[src/design/bcc_pkg.sv]
// shared types and constants for the button click and hold classifier
`timescale 1ns / 1ps

package bcc_pkg;

   // saturation limit of the click counter
   localparam int MAX_CLICKS = 15;
   localparam int CLICK_W    = $clog2(MAX_CLICKS + 1);

   localparam int TIME_W   = 32;
   localparam int THRESH_W = 16;
   localparam int KIND_W   = 3;
   localparam int TOTAL_W  = 4;
   localparam int CSR_IDX_W = 2;

   // register indexes
   localparam logic [CSR_IDX_W-1:0] CSR_LONG_HOLD  = 2'd0;
   localparam logic [CSR_IDX_W-1:0] CSR_EXTRA_HOLD = 2'd1;
   localparam logic [CSR_IDX_W-1:0] CSR_SUPER_HOLD = 2'd2;
   localparam logic [CSR_IDX_W-1:0] CSR_CLICK_GAP  = 2'd3;

   // register reset values
   localparam logic [THRESH_W-1:0] LONG_HOLD_RESET  = 16'd1000;
   localparam logic [THRESH_W-1:0] EXTRA_HOLD_RESET = 16'd3000;
   localparam logic [THRESH_W-1:0] SUPER_HOLD_RESET = 16'd4000;
   localparam logic [THRESH_W-1:0] CLICK_GAP_RESET  = 16'd300;

   typedef enum logic [KIND_W-1:0] {
      EV_NONE  = 3'd0,
      EV_CLICK = 3'd1,
      EV_LONG  = 3'd2,
      EV_EXTRA = 3'd3,
      EV_SUPER = 3'd4
   } event_kind_type;

   typedef struct packed {
      logic [THRESH_W-1:0] long_hold_ms;
      logic [THRESH_W-1:0] extra_hold_ms;
      logic [THRESH_W-1:0] super_hold_ms;
      logic [THRESH_W-1:0] click_gap_ms;
   } cfg_type;

endpackage

[src/design/bcc_csr.sv]
// configuration registers for the button click and hold classifier
`timescale 1ns / 1ps

module bcc_csr (
   input  logic                          clock,
   input  logic                          reset,
   input  logic                          csr_write_enable,
   input  logic [bcc_pkg::CSR_IDX_W-1:0] csr_index,
   input  logic [bcc_pkg::THRESH_W-1:0]  csr_write_data,
   output bcc_pkg::cfg_type              cfg
);
   import bcc_pkg::*;

   cfg_type cfg_ff;
   cfg_type cfg_in;

   always_comb begin
      cfg_in = cfg_ff;
      if (csr_write_enable) begin
         case (csr_index)
            CSR_LONG_HOLD:  cfg_in.long_hold_ms  = csr_write_data;
            CSR_EXTRA_HOLD: cfg_in.extra_hold_ms = csr_write_data;
            CSR_SUPER_HOLD: cfg_in.super_hold_ms = csr_write_data;
            CSR_CLICK_GAP:  cfg_in.click_gap_ms  = csr_write_data;
            default:        cfg_in = cfg_ff;
         endcase
      end
   end

   always_ff @(posedge clock) begin
      if (reset) begin
         cfg_ff.long_hold_ms  <= LONG_HOLD_RESET;
         cfg_ff.extra_hold_ms <= EXTRA_HOLD_RESET;
         cfg_ff.super_hold_ms <= SUPER_HOLD_RESET;
         cfg_ff.click_gap_ms  <= CLICK_GAP_RESET;
      end else begin
         cfg_ff <= cfg_in;
      end
   end

   assign cfg = cfg_ff;

endmodule

[src/design/bcc_core.sv]
// press, hold and click state with the per-sample classification logic
`timescale 1ns / 1ps

module bcc_core (
   input  logic                        clock,
   input  logic                        reset,
   input  logic                        step,
   input  logic                        button_level,
   input  logic [bcc_pkg::TIME_W-1:0]  now_ms,
   input  bcc_pkg::cfg_type            cfg,
   output bcc_pkg::event_kind_type     event_kind,
   output logic [bcc_pkg::TOTAL_W-1:0] click_total
);
   import bcc_pkg::*;

   logic               prev_level_ff,    prev_level_in;
   logic [TIME_W-1:0]  press_start_ff,   press_start_in;
   logic [TIME_W-1:0]  release_stamp_ff, release_stamp_in;
   logic               long_done_ff,     long_done_in;
   logic               extra_done_ff,    extra_done_in;
   logic               super_done_ff,    super_done_in;
   logic [CLICK_W-1:0] click_counter_ff, click_counter_in;

   logic              press_edge;
   logic              release_edge;
   logic [TIME_W-1:0] held;
   logic [TIME_W-1:0] quiet;

   always_comb begin
      press_edge       = !button_level && prev_level_ff;
      press_start_in   = press_edge ? now_ms : press_start_ff;
      long_done_in     = press_edge ? 1'b0 : long_done_ff;
      extra_done_in    = press_edge ? 1'b0 : extra_done_ff;
      super_done_in    = press_edge ? 1'b0 : super_done_ff;
      release_stamp_in = release_stamp_ff;
      click_counter_in = click_counter_ff;
      prev_level_in    = button_level;
      event_kind       = EV_NONE;
      click_total      = '0;

      // hold tiers, highest first
      held = now_ms - press_start_in;
      if (!button_level) begin
         if (held > TIME_W'(cfg.super_hold_ms) && !super_done_in) begin
            super_done_in    = 1'b1;
            extra_done_in    = 1'b1;
            long_done_in     = 1'b1;
            click_counter_in = '0;
            event_kind       = EV_SUPER;
         end else if (held > TIME_W'(cfg.extra_hold_ms) && !extra_done_in) begin
            extra_done_in    = 1'b1;
            long_done_in     = 1'b1;
            click_counter_in = '0;
            event_kind       = EV_EXTRA;
         end else if (held > TIME_W'(cfg.long_hold_ms) && !long_done_in) begin
            long_done_in     = 1'b1;
            click_counter_in = '0;
            event_kind       = EV_LONG;
         end
      end

      // short release counts one click
      release_edge = button_level && !prev_level_ff && !long_done_in;
      if (release_edge) begin
         if (click_counter_in < CLICK_W'(MAX_CLICKS)) begin
            click_counter_in = click_counter_in + 1'b1;
         end
         release_stamp_in = now_ms;
      end

      // quiet gap closes the click run
      quiet = now_ms - release_stamp_in;
      if (click_counter_in != '0 && quiet > TIME_W'(cfg.click_gap_ms)) begin
         event_kind       = EV_CLICK;
         click_total      = TOTAL_W'(click_counter_in);
         click_counter_in = '0;
      end
   end

   always_ff @(posedge clock) begin
      if (reset) begin
         prev_level_ff    <= 1'b1;
         press_start_ff   <= '0;
         release_stamp_ff <= '0;
         long_done_ff     <= 1'b0;
         extra_done_ff    <= 1'b0;
         super_done_ff    <= 1'b0;
         click_counter_ff <= '0;
      end else if (step) begin
         prev_level_ff    <= prev_level_in;
         press_start_ff   <= press_start_in;
         release_stamp_ff <= release_stamp_in;
         long_done_ff     <= long_done_in;
         extra_done_ff    <= extra_done_in;
         super_done_ff    <= super_done_in;
         click_counter_ff <= click_counter_in;
      end
   end

endmodule

[src/design/button_click_and_hold_classifier_unit.sv]
// top level of the button click and hold classifier
`timescale 1ns / 1ps

// usage
// - req channel: one request per button sample, req_button_level (0 pressed,
//   1 released) with its millisecond timestamp req_now_ms
// - rsp channel: exactly one response per request, rsp_event_kind
//   (none, click run, long, extra long, super long) and rsp_click_total
// - csr port: four 16 bit thresholds written by index while the block is
//   idle, no read-back; each write replaces the whole selected threshold
// - path: a taken request is held in the request register, classified
//   combinationally from it, and its result is captured in the response
//   register once that register is free or being drained
// - throughput: one request per cycle while rsp_ready holds, set by the
//   single classification step between the request and response registers
// - a stalled response holds in the response register; the request register
//   still fills behind it, and req_ready drops only when both are full
// - reset (synchronous, active high) empties both registers, loads the
//   default thresholds and returns the classifier to released with no clicks
module button_click_and_hold_classifier_unit (
   input  logic                          clock,
   input  logic                          reset,
   input  logic                          req_valid,
   output logic                          req_ready,
   input  logic                          req_button_level,
   input  logic [bcc_pkg::TIME_W-1:0]    req_now_ms,
   output logic                          rsp_valid,
   input  logic                          rsp_ready,
   output logic [bcc_pkg::KIND_W-1:0]    rsp_event_kind,
   output logic [bcc_pkg::TOTAL_W-1:0]   rsp_click_total,
   input  logic                          csr_write_enable,
   input  logic [bcc_pkg::CSR_IDX_W-1:0] csr_index,
   input  logic [bcc_pkg::THRESH_W-1:0]  csr_write_data
);
   import bcc_pkg::*;

   cfg_type cfg;

   // request register
   logic              req_valid_ff;
   logic              req_level_ff;
   logic [TIME_W-1:0] req_now_ff;

   // response register
   logic               rsp_valid_ff;
   event_kind_type     rsp_kind_ff;
   logic [TOTAL_W-1:0] rsp_total_ff;

   event_kind_type     core_kind;
   logic [TOTAL_W-1:0] core_total;

   logic advance;
   logic req_take;

   // request moves on when the response register is free or being drained
   assign advance   = req_valid_ff && (!rsp_valid_ff || rsp_ready);
   assign req_ready = !req_valid_ff || advance;
   assign req_take  = req_valid && req_ready;

   bcc_csr u_csr (
      .clock            (clock),
      .reset            (reset),
      .csr_write_enable (csr_write_enable),
      .csr_index        (csr_index),
      .csr_write_data   (csr_write_data),
      .cfg              (cfg)
   );

   // classifier state advances once per request leaving the request register
   bcc_core u_core (
      .clock        (clock),
      .reset        (reset),
      .step         (advance),
      .button_level (req_level_ff),
      .now_ms       (req_now_ff),
      .cfg          (cfg),
      .event_kind   (core_kind),
      .click_total  (core_total)
   );

   always_ff @(posedge clock) begin
      if (reset) begin
         req_valid_ff <= 1'b0;
         rsp_valid_ff <= 1'b0;
      end else begin
         if (req_take) begin
            req_valid_ff <= 1'b1;
         end else if (advance) begin
            req_valid_ff <= 1'b0;
         end
         if (advance) begin
            rsp_valid_ff <= 1'b1;
         end else if (rsp_ready) begin
            rsp_valid_ff <= 1'b0;
         end
      end
   end

   // payload registers, no reset
   always_ff @(posedge clock) begin
      if (req_take) begin
         req_level_ff <= req_button_level;
         req_now_ff   <= req_now_ms;
      end
      if (advance) begin
         rsp_kind_ff  <= core_kind;
         rsp_total_ff <= core_total;
      end
   end

   assign rsp_valid       = rsp_valid_ff;
   assign rsp_event_kind  = rsp_kind_ff;
   assign rsp_click_total = rsp_total_ff;

endmodule

[config.mk]
export PLATFORM = sky130hd
export DESIGN_NAME = button_click_and_hold_classifier_unit
export DESIGN_NICKNAME = d
export VERILOG_FILES = /design/src/design/bcc_pkg.sv /design/src/design/bcc_csr.sv /design/src/design/bcc_core.sv /design/src/design/button_click_and_hold_classifier_unit.sv
export SDC_FILE = /design/constraint.sdc
export NUM_CORES = 1
export LEC_CHECK = 0
export BUFFER_PORTS_ARGS = -buffer_cell sky130_fd_sc_hd__buf_2
export CAP_MARGIN = 10
export CELL_PAD_IN_SITES_DETAIL_PLACEMENT = 0
export CELL_PAD_IN_SITES_GLOBAL_PLACEMENT = 1
export CORE_MARGIN = 1
export CORE_UTILIZATION = 49
export CTS_BUF_LIST = sky130_fd_sc_hd__clkbuf_8
export DETAILED_ROUTE_END_ITERATION = 6
export HOLD_SLACK_MARGIN = 0.02
export PLACE_DENSITY_LB_ADDON = 0.15
export SLEW_MARGIN = 30
export SYNTH_ARGS = -nofsm -noshare
export SYNTH_HDL_FRONTEND = slang
export SYNTH_SLANG_ARGS = --single-unit
[constraint.sdc]
create_clock -name clock -period 8.3 [get_ports clock]
set_input_delay 0.415 -clock clock [delete_from_list [all_inputs] [get_ports clock]]
set_output_delay 0.415 -clock clock [all_outputs]
set_load 0.005 [all_outputs]
# Word level (Yosys, flattened, before mapping)
# Cells that the tools add are included.
# Widths: inputs -> output; s select.
[totals]
reg_bits = 178
in_bits = 56
[classes]
add_sub_neg = 3
n_lt_le_gt_ge = 5
n_eq_ne = 3
mux = 29
n_reduce_logical = 29
[op_table]
columns = ["op", "count"]
rows = [
  ["$gt 32x16->1", 4],
  ["$mux 32", 2],
  ["$sub 32x32->32", 2],
  ["$mux 4", 7],
  ["$mux 1", 17],
  ["$logic_and 1x1->1", 9],
  ["$logic_not 1->1", 8],
  ["$reduce_and 2->1", 4],
  ["$mux 3", 2],
  ["$add 4x1->4 const B", 1],
  ["$eq 2x2->1 const B", 2],
  ["$lt 4x4->1 const B", 1],
  ["$reduce_bool 2->1", 2],
  ["$reduce_bool 4->1", 1],
  ["$reduce_or 3->1", 1],
  ["$eq 2x1->1 const B", 1],
  ["$logic_not 2->1", 1],
  ["$logic_or 1x1->1", 2],
  ["$mux 2", 1],
  ["$reduce_or 2->1", 1],
]

# Logic depth before layout (Yosys ltp)
# Gate-level depths: netlist of the first run.
[depth]
depth_word = 17
ltp_mapped = 33

# Modules after synthesis
# Synthesis of the first run repeated with hierarchy kept, for this count alone.
[hier_totals]
hier_cells = 1478
area_unflattened_um2 = 12668.4
[modules_own_cells]
columns = ["module", "n_inst", "cells_each", "area_each_um2"]
rows = [
  ["bcc_core", 1, 1187, 8822.2],
  ["bcc_csr", 1, 241, 2541.2],
  ["button_click_and_hold_classifier_unit", 1, 50, 1305.0],
]

# Worst setup path after synthesis of the first run
# No wires, ideal clock.
[synth_timing]
kind = "register to register"
from = "register req_level_ff"
to = "register rsp_kind_ff[0] (netlist: rsp_event_kind[0]), data pin"
arrival_ns = 5.748
required_ns = 8.030
path_slack_ns = 2.282
stages_incl_launch_ff = 28
path_buffers = 6
synth_period_minus_slack_ns = 6.018
path_cell_list = "edfxtp_1 > buf_6 > nor2b_4 > buf_6 > buf_6 > clkbuf_1 > clkbuf_1 > mux2i_1 > ha_1 > clkbuf_1 > a21oi_1 > o21bai_1 > a21o_1 > a31o_1 > or4_1 > a21oi_1 > nand3_1 > and4bb_1 > nand4_1 > a32oi_2 > o21ai_2 > nor2b_1 > ha_1 > a31oi_1 > nor3_1 > a31oi_1 > a211oi_1 > o32ai_1"
[synth_via]
elab_chain_len = 16
[synth_rtl]
columns = ["item", "line_no", "rtl"]
rows = [
  ["start, declared", "button_click_and_hold_classifier_unit.sv:41", "logic req_level_ff;"],
  ["start signal, assigned", "button_click_and_hold_classifier_unit.sv:102", "req_level_ff <= req_button_level;"],
  ["$logic_not 1->1", "--", ""],
  ["$logic_and 1x1->1", "bcc_core.sv:30", "press_edge = !button_level && prev_level_ff;"],
  ["$mux 32", "bcc_core.sv:31", "press_start_in = press_edge ? now_ms : press_start_ff;"],
  ["$sub 32x32->32", "bcc_core.sv:42", "held = now_ms - press_start_in;"],
  ["$gt 32x16->1", "bcc_core.sv:55", "end else if (held > TIME_W'(cfg.long_hold_ms) && !long_done_in) begin"],
  ["$logic_and 1x1->1", "bcc_core.sv:55", ""],
  ["$mux 1", "bcc_core.sv:55", ""],
  ["$mux 1", "bcc_core.sv:50", "end else if (held > TIME_W'(cfg.extra_hold_ms) && !extra_done_in) begin"],
  ["$mux 1", "bcc_core.sv:44", "if (held > TIME_W'(cfg.super_hold_ms) && !super_done_in) begin"],
  ["$mux 1", "bcc_core.sv:43", "if (!button_level) begin"],
  ["$logic_not 1->1", "bcc_core.sv:63", "release_edge = button_level && !prev_level_ff && !long_done_in;"],
  ["$logic_and 1x1->1", "bcc_core.sv:63", ""],
  ["$mux 32", "bcc_core.sv:64", "if (release_edge) begin"],
  ["$sub 32x32->32", "bcc_core.sv:72", "quiet = now_ms - release_stamp_in;"],
  ["$gt 32x16->1", "bcc_core.sv:73", "if (click_counter_in != '0 && quiet > TIME_W'(cfg.click_gap_ms)) begin"],
  ["$logic_and 1x1->1", "bcc_core.sv:73", ""],
  ["end signal, assigned", "button_click_and_hold_classifier_unit.sv:106", "rsp_kind_ff <= core_kind;"],
  ["end, declared", "button_click_and_hold_classifier_unit.sv:46", "event_kind_type rsp_kind_ff;"],
]
# Several ways; a longest one is shown, not always the timed one.
# A chain may end at the register's enable or synchronous reset.

# Worst setup path after layout of the first run
# Ends and elaborated chain as after synthesis.

==> out/metrics.json, run 1 <==
{
  "numCtsBuffers": {"value": 17},
  "number_of_global_route_vias_before_repair": {"value": 10600},
  "drive_gt1_frac": {"value": 0.0912},
  "post_cts_resize_count": {"value": 0},
  "crit_family": {"value": "compound AO/OA/AOI/OAI gates"},
  "aggregate_negative_setup_slack": {"value": 0, "unit": "ns"},
  "cp_num_buf_inv": {"value": 1},
  "tritoncts_clock_tree": {"value": "done"},
  "switching_share": {"value": 0.383},
  "most_common_cell_after_layout_fill_and_taps_aside": {"value": "sky130_fd_sc_hd__nand2_1"},
  "setup.worst_path.class": {"value": "reg -> reg"},
  "critPathMaxStageDelay": {"value": 0.66, "unit": "ns"},
  "core.rowCount": {"value": 58},
  "pleak": {"value": 5.55, "unit": "nW"},
  "number_of_failing_setup_endpoints_in_the_final_timing_report": {"value": 0},
  "route.detailed.vias_per_inst": {"value": 5.92},
  "critical_path.startpoint_type": {"value": "flip-flop"},
  "synthesized_instance_count": {"value": 1575},
  "critPathArrivalTime": {"value": 7.05, "unit": "ns"},
  "end_kind": {"value": "flip-flop"},
  "fp.coreArea": {"value": 0.0254, "unit": "mm^2"},
  "cts_hold_buffers": {"value": 0},
  "synth_nets": {"value": 1746},
  "avgSynthCellArea": {"value": 8.13, "unit": "um^2"},
  "p_seq_frac": {"value": 0.406},
  "tightest_slew": {"value": 0.875, "unit": "ns"},
  "wirelength": {"value": 36300, "unit": "um"},
  "powerDensity": {"value": 175, "unit": "mW/mm^2"},
  "postCtsSetupRepairBufs": {"value": 0},
  "grt_pass1_wl": {"value": 57200, "unit": "um"},
  "most_common_flop_cell_mapped_by_yosys": {"value": "sky130_fd_sc_hd__dfxtp_1"},
  "cts.root.buffer_cell": {"value": "sky130_fd_sc_hd__clkbuf_8"},
  "antenna_found_initial": {"value": 0},
  "worst_slew_margin_rel": {"value": 0.414},
  "route.antenna.remaining_nets": {"value": 0},
  "area_delta_synth_final": {"value": 6.72, "unit": "%"},
  "place.gp.congestion": {"value": 0.915},
  "drtPass1Iterations": {"value": 7},
  "hpwlAfterDp": {"value": 27800, "unit": "um"},
  "route.vias.total": {"value": 11400},
  "route.detailed.wl_per_inst": {"value": 18.8, "unit": "um"},
  "synth.distinct_cells": {"value": 98},
  "number_of_input_and_output_port_buffers_inserted": {"value": 64},
  "critPathRequiredTime": {"value": 8.52, "unit": "ns"},
  "power.share.combinational": {"value": 0.334},
  "detailedRoute.firstIterationViolations": {"value": 1043},
  "gr-total-overflow": {"value": 0},
  "total_number_of_yosys_warnings": {"value": 0},
  "power.net_switching": {"value": 0.917, "unit": "mW"},
  "internal_power": {"value": 1.47, "unit": "mW"},
  "chipHeight": {"value": 164, "unit": "um"},
  "cts_max_path_buffers": {"value": 2},
  "clkSinkCount": {"value": 178},
  "min_period_over_period": {"value": 0.823},
  "num-fill-cells": {"value": 2484},
  "num-nets-final": {"value": 1759},
  "timing.critical_path.slowest_stage_cell": {"value": "sky130_fd_sc_hd__nor2b_4"},
  "max_freq": {"value": 146, "unit": "MHz"},
  "chipWidth": {"value": 164, "unit": "um"},
  "synth_async_sr_flop_share": {"value": 0},
  "r2r_setup_slack": {"value": 1.47, "unit": "ns"},
  "rsz0062_at_grt": {"value": "false"},
  "antenna_cells_inserted": {"value": 0},
  "most-common-layout-cells": {"value": "214 x sky130_fd_sc_hd__nand2_1, 155 x sky130_fd_sc_hd__a21oi_1, 138 x sky130_fd_sc_hd__dfxtp_1"},
  "power": {"value": 2.39, "unit": "mW"},
  "global_route.usage.total": {"value": 0.278},
  "max_capacitance_violation_total": {"value": 0},
  "remaining_design_rule_violation_count": {"value": 0},
  "syn-cell-area": {"value": 0.0128, "unit": "mm^2"},
  "clkSlewWorstSetupHoldPaths": {"value": 0.11, "unit": "ns"},
  "synth_enable_flop_cells": {"value": 40},
  "slew_violations": {"value": 0},
  "ys_seq_area_frac": {"value": 0.310},
  "io_pins": {"value": 65},
  "clkLatencyLatePin": {"value": 0.49, "unit": "ns"},
  "worst-path-max-fanout": {"value": 30},
  "clock_skew": {"value": 0.0224, "unit": "ns"},
  "run_status": {"value": "completed"},
  "htreeDepth": {"value": 4},
  "floorplan.initialDensity": {"value": 0.504},
  "final.min_clock_period": {"value": 6.83, "unit": "ns"},
  "maximum_number_of_pins_on_one_net_before_global_route_repair": {"value": 82},
  "vdd_drop_max": {"value": 0.0000857, "unit": "V"},
  "clock_power_share": {"value": 0.261},
  "fp.dieArea": {"value": 0.0268, "unit": "mm^2"},
  "hold_path.class": {"value": "in -> reg"},
  "report.final.hold_viol_count": {"value": 0},
  "ys_seq_elements": {"value": 178}
}
[state kept, by name, indices dropped and copies added (netlist names), 3 cells and up]
signal,count
u_csr.cfg,64
req_now_ff,32
u_core.press_start_ff,32
u_core.release_stamp_ff,32
rsp_click_total,4
u_core.click_counter_ff,4
rsp_event_kind,3
[stage by stage]
stage | utilization | setup WS (ns) | hold WS, ns | cell area (um^2) | std cells
6_report | 0.538 | 1.47 | 0.0933 | 13700 | 1931
5_1_grt | 0.538 | 0.930 | 0.0524 | 13700 | 1931
4_1_cts | 0.538 | 1.52 | 0.0641 | 13700 | 1931
3_5_place_dp | 0.522 | 1.53 | 0.448 | 13300 | 1899
3_3_place_gp | 0.522 | 1.72 | 0.443 | 13300 | 1899
2_1_floorplan | - | 2.28 | 0.436 | 12800 | 1575
[power groups by stage]
stage | Clock, mW | Sequential, mW | Combinational (mW)
2_1_floorplan | 0 | 0.970 | 0.602
3_3_place_gp | 0 | 0.987 | 0.777
3_5_place_dp | 0 | 0.988 | 0.787
4_1_cts | 0.642 | 0.969 | 0.792
5_1_grt | 0.670 | 0.975 | 0.893
6_report | 0.623 | 0.969 | 0.798
[logic make-up (layout without fill, tap and decap cells)]
logic type,Yosys count,in the layout,synth area share
xor gates and xnor gates,52,52,0.0356
and+or+nand+nor,535,535,0.199
adders and majority gates,123,123,0.119
DFF,178,178,0.310
AOI/OAI and AO/OA,465,465,0.244
muxes,48,48,0.0377
buffers and inverters,174,200,0.0552
[Yosys cell counts (all sizes together) (23+ instances only)]
cell type	count	share of area
dfxtp	138	0.22
nand2b	30	0.015
a21oi	160	0.064
clkbuf	60	0.018
nor2b	25	0.013
a21o	51	0.030
nand4	34	0.017
a211oi	59	0.036
nand2	214	0.063
nor3	23	0.0094
ha	114	0.11
xnor2	36	0.025
mux2i	46	0.036
nor2	131	0.039
o21ai	60	0.024
edfxtp	40	0.094
inv	95	0.028
[area by class of cell]
cell class,count,area [um^2],share of cell area
clock buffer,17,234,0.0171
clock inverter,15,164,0.0120
inverter,96,360,0.0264
multi-input combinational,1223,8150,0.596
sequential,178,3960,0.290
tap,330,413,0.0302
timing repair buffer,72,383,0.0280
[final timing paths]
check	end	startpoint	depth (start not counted)
max reg2reg	rsp_event_kind[0]$_SDFFCE_PP1P_	req_level_ff$_DFFE_PP_	25
min reg2reg	u_csr.cfg[17]$_SDFFE_PP0P_	u_csr.cfg[17]$_SDFFE_PP0P_	2
min	req_now_ff[25]$_DFFE_PP_	req_now_ms[25]	1
max	rsp_event_kind[0]$_SDFFCE_PP1P_	req_level_ff$_DFFE_PP_	25
[metal layers]
layer | wire (um) | global-route usage | vias up
met5 | 0 | 0 | -
met4 | 714 | 0.0753 | 0
met3 | 2120 | 0.0574 | 49
met2 | 15700 | 0.422 | 286
met1 | 17700 | 0.395 | 5406
li1 | - | - | 5691
No activity file was read; power rests on OpenSTA's default activity.
==> run 2: changes to the inputs <==
==> constraint.sdc (replaced) <==
create_clock -name clock -period 6.7 [get_ports clock]
set_input_delay 0.335 -clock clock [delete_from_list [all_inputs] [get_ports clock]]
set_output_delay 0.335 -clock clock [all_outputs]
set_load 0.005 [all_outputs]
==> run 2 against run 1 <==
  * Critical path depth stayed put
  * Worst hold slack worse by 0.032 ns
  * Register-to-register slack worse by 0.97 ns
  * Cell area rose by 3.3%
  * Sequential share of layout area down 0.92 points
  * Utilization increased by 1.8 points
  * Clock-buffer cell count unchanged
  * Sequential power rose by 24%
  * Flip-flop and latch count is the same
  * Power up 26%
==> out/metrics.json, run 2 (synthesis results as in run 1) <==
{
  "run_status": {"value": "completed"},
  "chipHeight": {"value": 164, "unit": "um"},
  "critical_path.startpoint_type": {"value": "flip-flop"},
  "global_route.usage.total": {"value": 0.278},
  "crit-reg2reg-capture": {"value": "rsp_event_kind[0]$_SDFFCE_PP1P_"},
  "chipWidth": {"value": 164, "unit": "um"},
  "r2r-start": {"value": "u_core.prev_level_ff$_SDFFE_PP1P_"},
  "number_of_failing_setup_endpoints_in_the_final_timing_report": {"value": 0},
  "r2r_setup_slack": {"value": 0.51, "unit": "ns"},
  "placed_cells": {"value": 1907},
  "htreeDepth": {"value": 4},
  "critPathArrivalTime": {"value": 6.42, "unit": "ns"},
  "wirelength": {"value": 36400, "unit": "um"},
  "worst_slew_margin_rel": {"value": 0.347},
  "tritoncts_clock_tree": {"value": "done"},
  "powerDensity": {"value": 213, "unit": "mW/mm^2"},
  "area_delta_synth_final": {"value": 10.2, "unit": "%"},
  "route.detailed.wl_per_inst": {"value": 18.4, "unit": "um"},
  "drive_gt1_frac": {"value": 0.0962},
  "io_pins": {"value": 65},
  "remaining_design_rule_violation_count": {"value": 0},
  "critPathRequiredTime": {"value": 6.93, "unit": "ns"},
  "hold-path-cell-count": {"value": 3},
  "place.gp.congestion": {"value": 0.955},
  "most-common-layout-cells": {"value": "214 x sky130_fd_sc_hd__nand2_1, 155 x sky130_fd_sc_hd__a21oi_1, 138 x sky130_fd_sc_hd__dfxtp_1"},
  "detailedRoute.firstIterationViolations": {"value": 855},
  "largest_reg_flops": {"value": 64},
  "r2r_cells": {"value": 25},
  "end_kind": {"value": "flip-flop"},
  "core.rowCount": {"value": 58},
  "clock_skew": {"value": 0.0235, "unit": "ns"},
  "antenna_found_initial": {"value": 0},
  "postCtsSetupRepairBufs": {"value": 0},
  "floorplan.initialDensity": {"value": 0.504},
  "max_freq": {"value": 161, "unit": "MHz"},
  "route.vias.total": {"value": 11600},
  "max_capacitance_violation_total": {"value": 0},
  "instances_no_fill": {"value": 1972},
  "vdd_drop_max": {"value": 0.000107, "unit": "V"},
  "final.min_clock_period": {"value": 6.19, "unit": "ns"},
  "slew_violations": {"value": 0},
  "hold_path_end": {"value": "req_valid_ff$_SDFFE_PP0P_"},
  "setup.worst_path.class": {"value": "reg -> reg"},
  "number_of_global_route_vias_before_repair": {"value": 10800},
  "hpwlAfterDp": {"value": 27500, "unit": "um"},
  "antenna_cells_inserted": {"value": 0},
  "fp.coreArea": {"value": 0.0254, "unit": "mm^2"},
  "min_period_over_period": {"value": 0.924},
  "pleak": {"value": 5.74, "unit": "nW"},
  "num-fill-cells": {"value": 2441},
  "worst-path-max-fanout": {"value": 17},
  "clkLatencyLatePin": {"value": 0.49, "unit": "ns"},
  "area_of_combinational_cells_with_multiple_inputs": {"value": 0.00818, "unit": "mm^2"},
  "gr-total-overflow": {"value": 0},
  "worst_hold_startpoint": {"value": "req_valid"},
  "regArea": {"value": 0.00396, "unit": "mm^2"},
  "tightest_slew": {"value": 0.980, "unit": "ns"},
  "most_common_cell_after_layout_fill_and_taps_aside": {"value": "sky130_fd_sc_hd__nand2_1"},
  "route.detailed.vias_per_inst": {"value": 5.87},
  "cts_max_path_buffers": {"value": 2},
  "pre_cts_slack": {"value": 0.344, "unit": "ns"},
  "number_of_input_and_output_port_buffers_inserted": {"value": 64},
  "numCtsBuffers": {"value": 17},
  "maximum_number_of_pins_on_one_net_before_global_route_repair": {"value": 94},
  "drtPass1Iterations": {"value": 5},
  "postLayoutSetupSlackWorst": {"value": 0.506, "unit": "ns"},
  "hold_path.class": {"value": "in -> reg"},
  "clkSinkCount": {"value": 178},
  "route.antenna.remaining_nets": {"value": 0},
  "num-nets-final": {"value": 1800},
  "cts.root.buffer_cell": {"value": "sky130_fd_sc_hd__clkbuf_8"},
  "report.final.hold_viol_count": {"value": 0},
  "grt_pass1_wl": {"value": 57500, "unit": "um"},
  "fp.dieArea": {"value": 0.0268, "unit": "mm^2"},
  "clkSlewWorstSetupHoldPaths": {"value": 0.12, "unit": "ns"}
}
==> run 2: cell count changes in the layout (fill, tap and decap cells not counted), sizes merged <==
cell	previous run	this run
buf	72	81
inv	105	104
clkinv	6	5
bufinv	0	1
dlygate4sd3	0	32
clkinvlp	0	1
==> run 2: area by class of cell <==
class                           count  area share
Multi-Input combinational cell   1223       0.579
Sequential cell                   178       0.281
Timing Repair Buffer              113      0.0569
Tap cell                          330      0.0293
Inverter                           96      0.0255
Clock buffer                       17      0.0166
Clock inverter                     15      0.0118
==> run 2: power breakdown <==
group | internal, mW | switching, mW
sequential | 1.15 | 0.0469
combinational | 0.412 | 0.605
clock | 0.313 | 0.475
total | 1.88 | 1.13
==> run 2: timing repair <==
item / 4_1_cts / 5_1_grt
hold buffers: 32 / 0
setup endpoints to repair: 0 / 9
endpoints found under the hold margin: 32 / 0
resized for setup: 0 / 6
==> run 2: how the worst max path moves through the flow <==
stage	from	to	slack [ns]
final	u_core.prev_level_ff$_SDFFE_PP1P_	rsp_event_kind[0]$_SDFFCE_PP1P_	0.51
after global routing	u_core.prev_level_ff$_SDFFE_PP1P_	rsp_event_kind[0]$_SDFFCE_PP1P_	-0.01
after CTS	req_level_ff$_DFFE_PP_	u_core.click_counter_ff[3]$_SDFFE_PP0P_	0.32
after detailed placement	req_level_ff$_DFFE_PP_	u_core.click_counter_ff[1]$_SDFFE_PP0P_	0.34
after global placement	req_level_ff$_DFFE_PP_	u_core.click_counter_ff[1]$_SDFFE_PP0P_	0.34
after floorplan	req_level_ff$_DFFE_PP_	rsp_event_kind[0]$_SDFFCE_PP1P_	0.68
==> run 2: metrics by stage <==
| step | utilization | cell area [um^2] | hold WS, ns | total power [mW] | setup TNS (ns) |
|---|---|---|---|---|---|
| 6_report | 0.556 | 14100 | 0.0615 | 3.00 | 0 |
| 5_1_grt | 0.556 | 14100 | 0.0670 | 3.18 | -0.0122 |
| 4_1_cts | 0.554 | 14100 | 0.0469 | 3.00 | 0 |
| 3_5_place_dp | 0.525 | 13300 | 0.447 | 2.20 | 0 |
| 3_3_place_gp | 0.525 | 13300 | 0.443 | 2.19 | 0 |
| 2_1_floorplan | - | 12800 | 0.434 | 1.95 | 0 |
==> run 2: routing by layer <==
layer	GRT usage	share of wire	up-vias
li1	-	-	5794
met1	0.387	0.47	5419
met2	0.436	0.44	307
met3	0.0508	0.068	50
met4	0.0808	0.019	0
met5	0	0	-
==> run 2: critical path, stage by stage, from the launching register on <==
cell and delay (ns):
sky130_fd_sc_hd__dfxtp_1 0.50, sky130_fd_sc_hd__nand2b_4 0.19, sky130_fd_sc_hd__nand2_1 0.10, sky130_fd_sc_hd__o21ai_0 0.11
sky130_fd_sc_hd__ha_1 0.26, sky130_fd_sc_hd__o21ba_2 0.21, sky130_fd_sc_hd__o211a_1 0.22, sky130_fd_sc_hd__a2111oi_2 0.43
sky130_fd_sc_hd__o31ai_2 0.15, sky130_fd_sc_hd__a31oi_2 0.43, sky130_fd_sc_hd__xor2_1 0.22, sky130_fd_sc_hd__ha_1 0.34
sky130_fd_sc_hd__nand4_1 0.11, sky130_fd_sc_hd__or2_2 0.32, sky130_fd_sc_hd__o22ai_1 0.22, sky130_fd_sc_hd__and4b_1 0.25
sky130_fd_sc_hd__nand4_1 0.18, sky130_fd_sc_hd__a32oi_2 0.38, sky130_fd_sc_hd__o21ai_2 0.19, sky130_fd_sc_hd__nor2b_1 0.15
sky130_fd_sc_hd__ha_1 0.22, sky130_fd_sc_hd__a31oi_2 0.22, sky130_fd_sc_hd__nor3_1 0.19, sky130_fd_sc_hd__a31oi_1 0.06
sky130_fd_sc_hd__a211oi_1 0.19, sky130_fd_sc_hd__o32ai_1 0.10
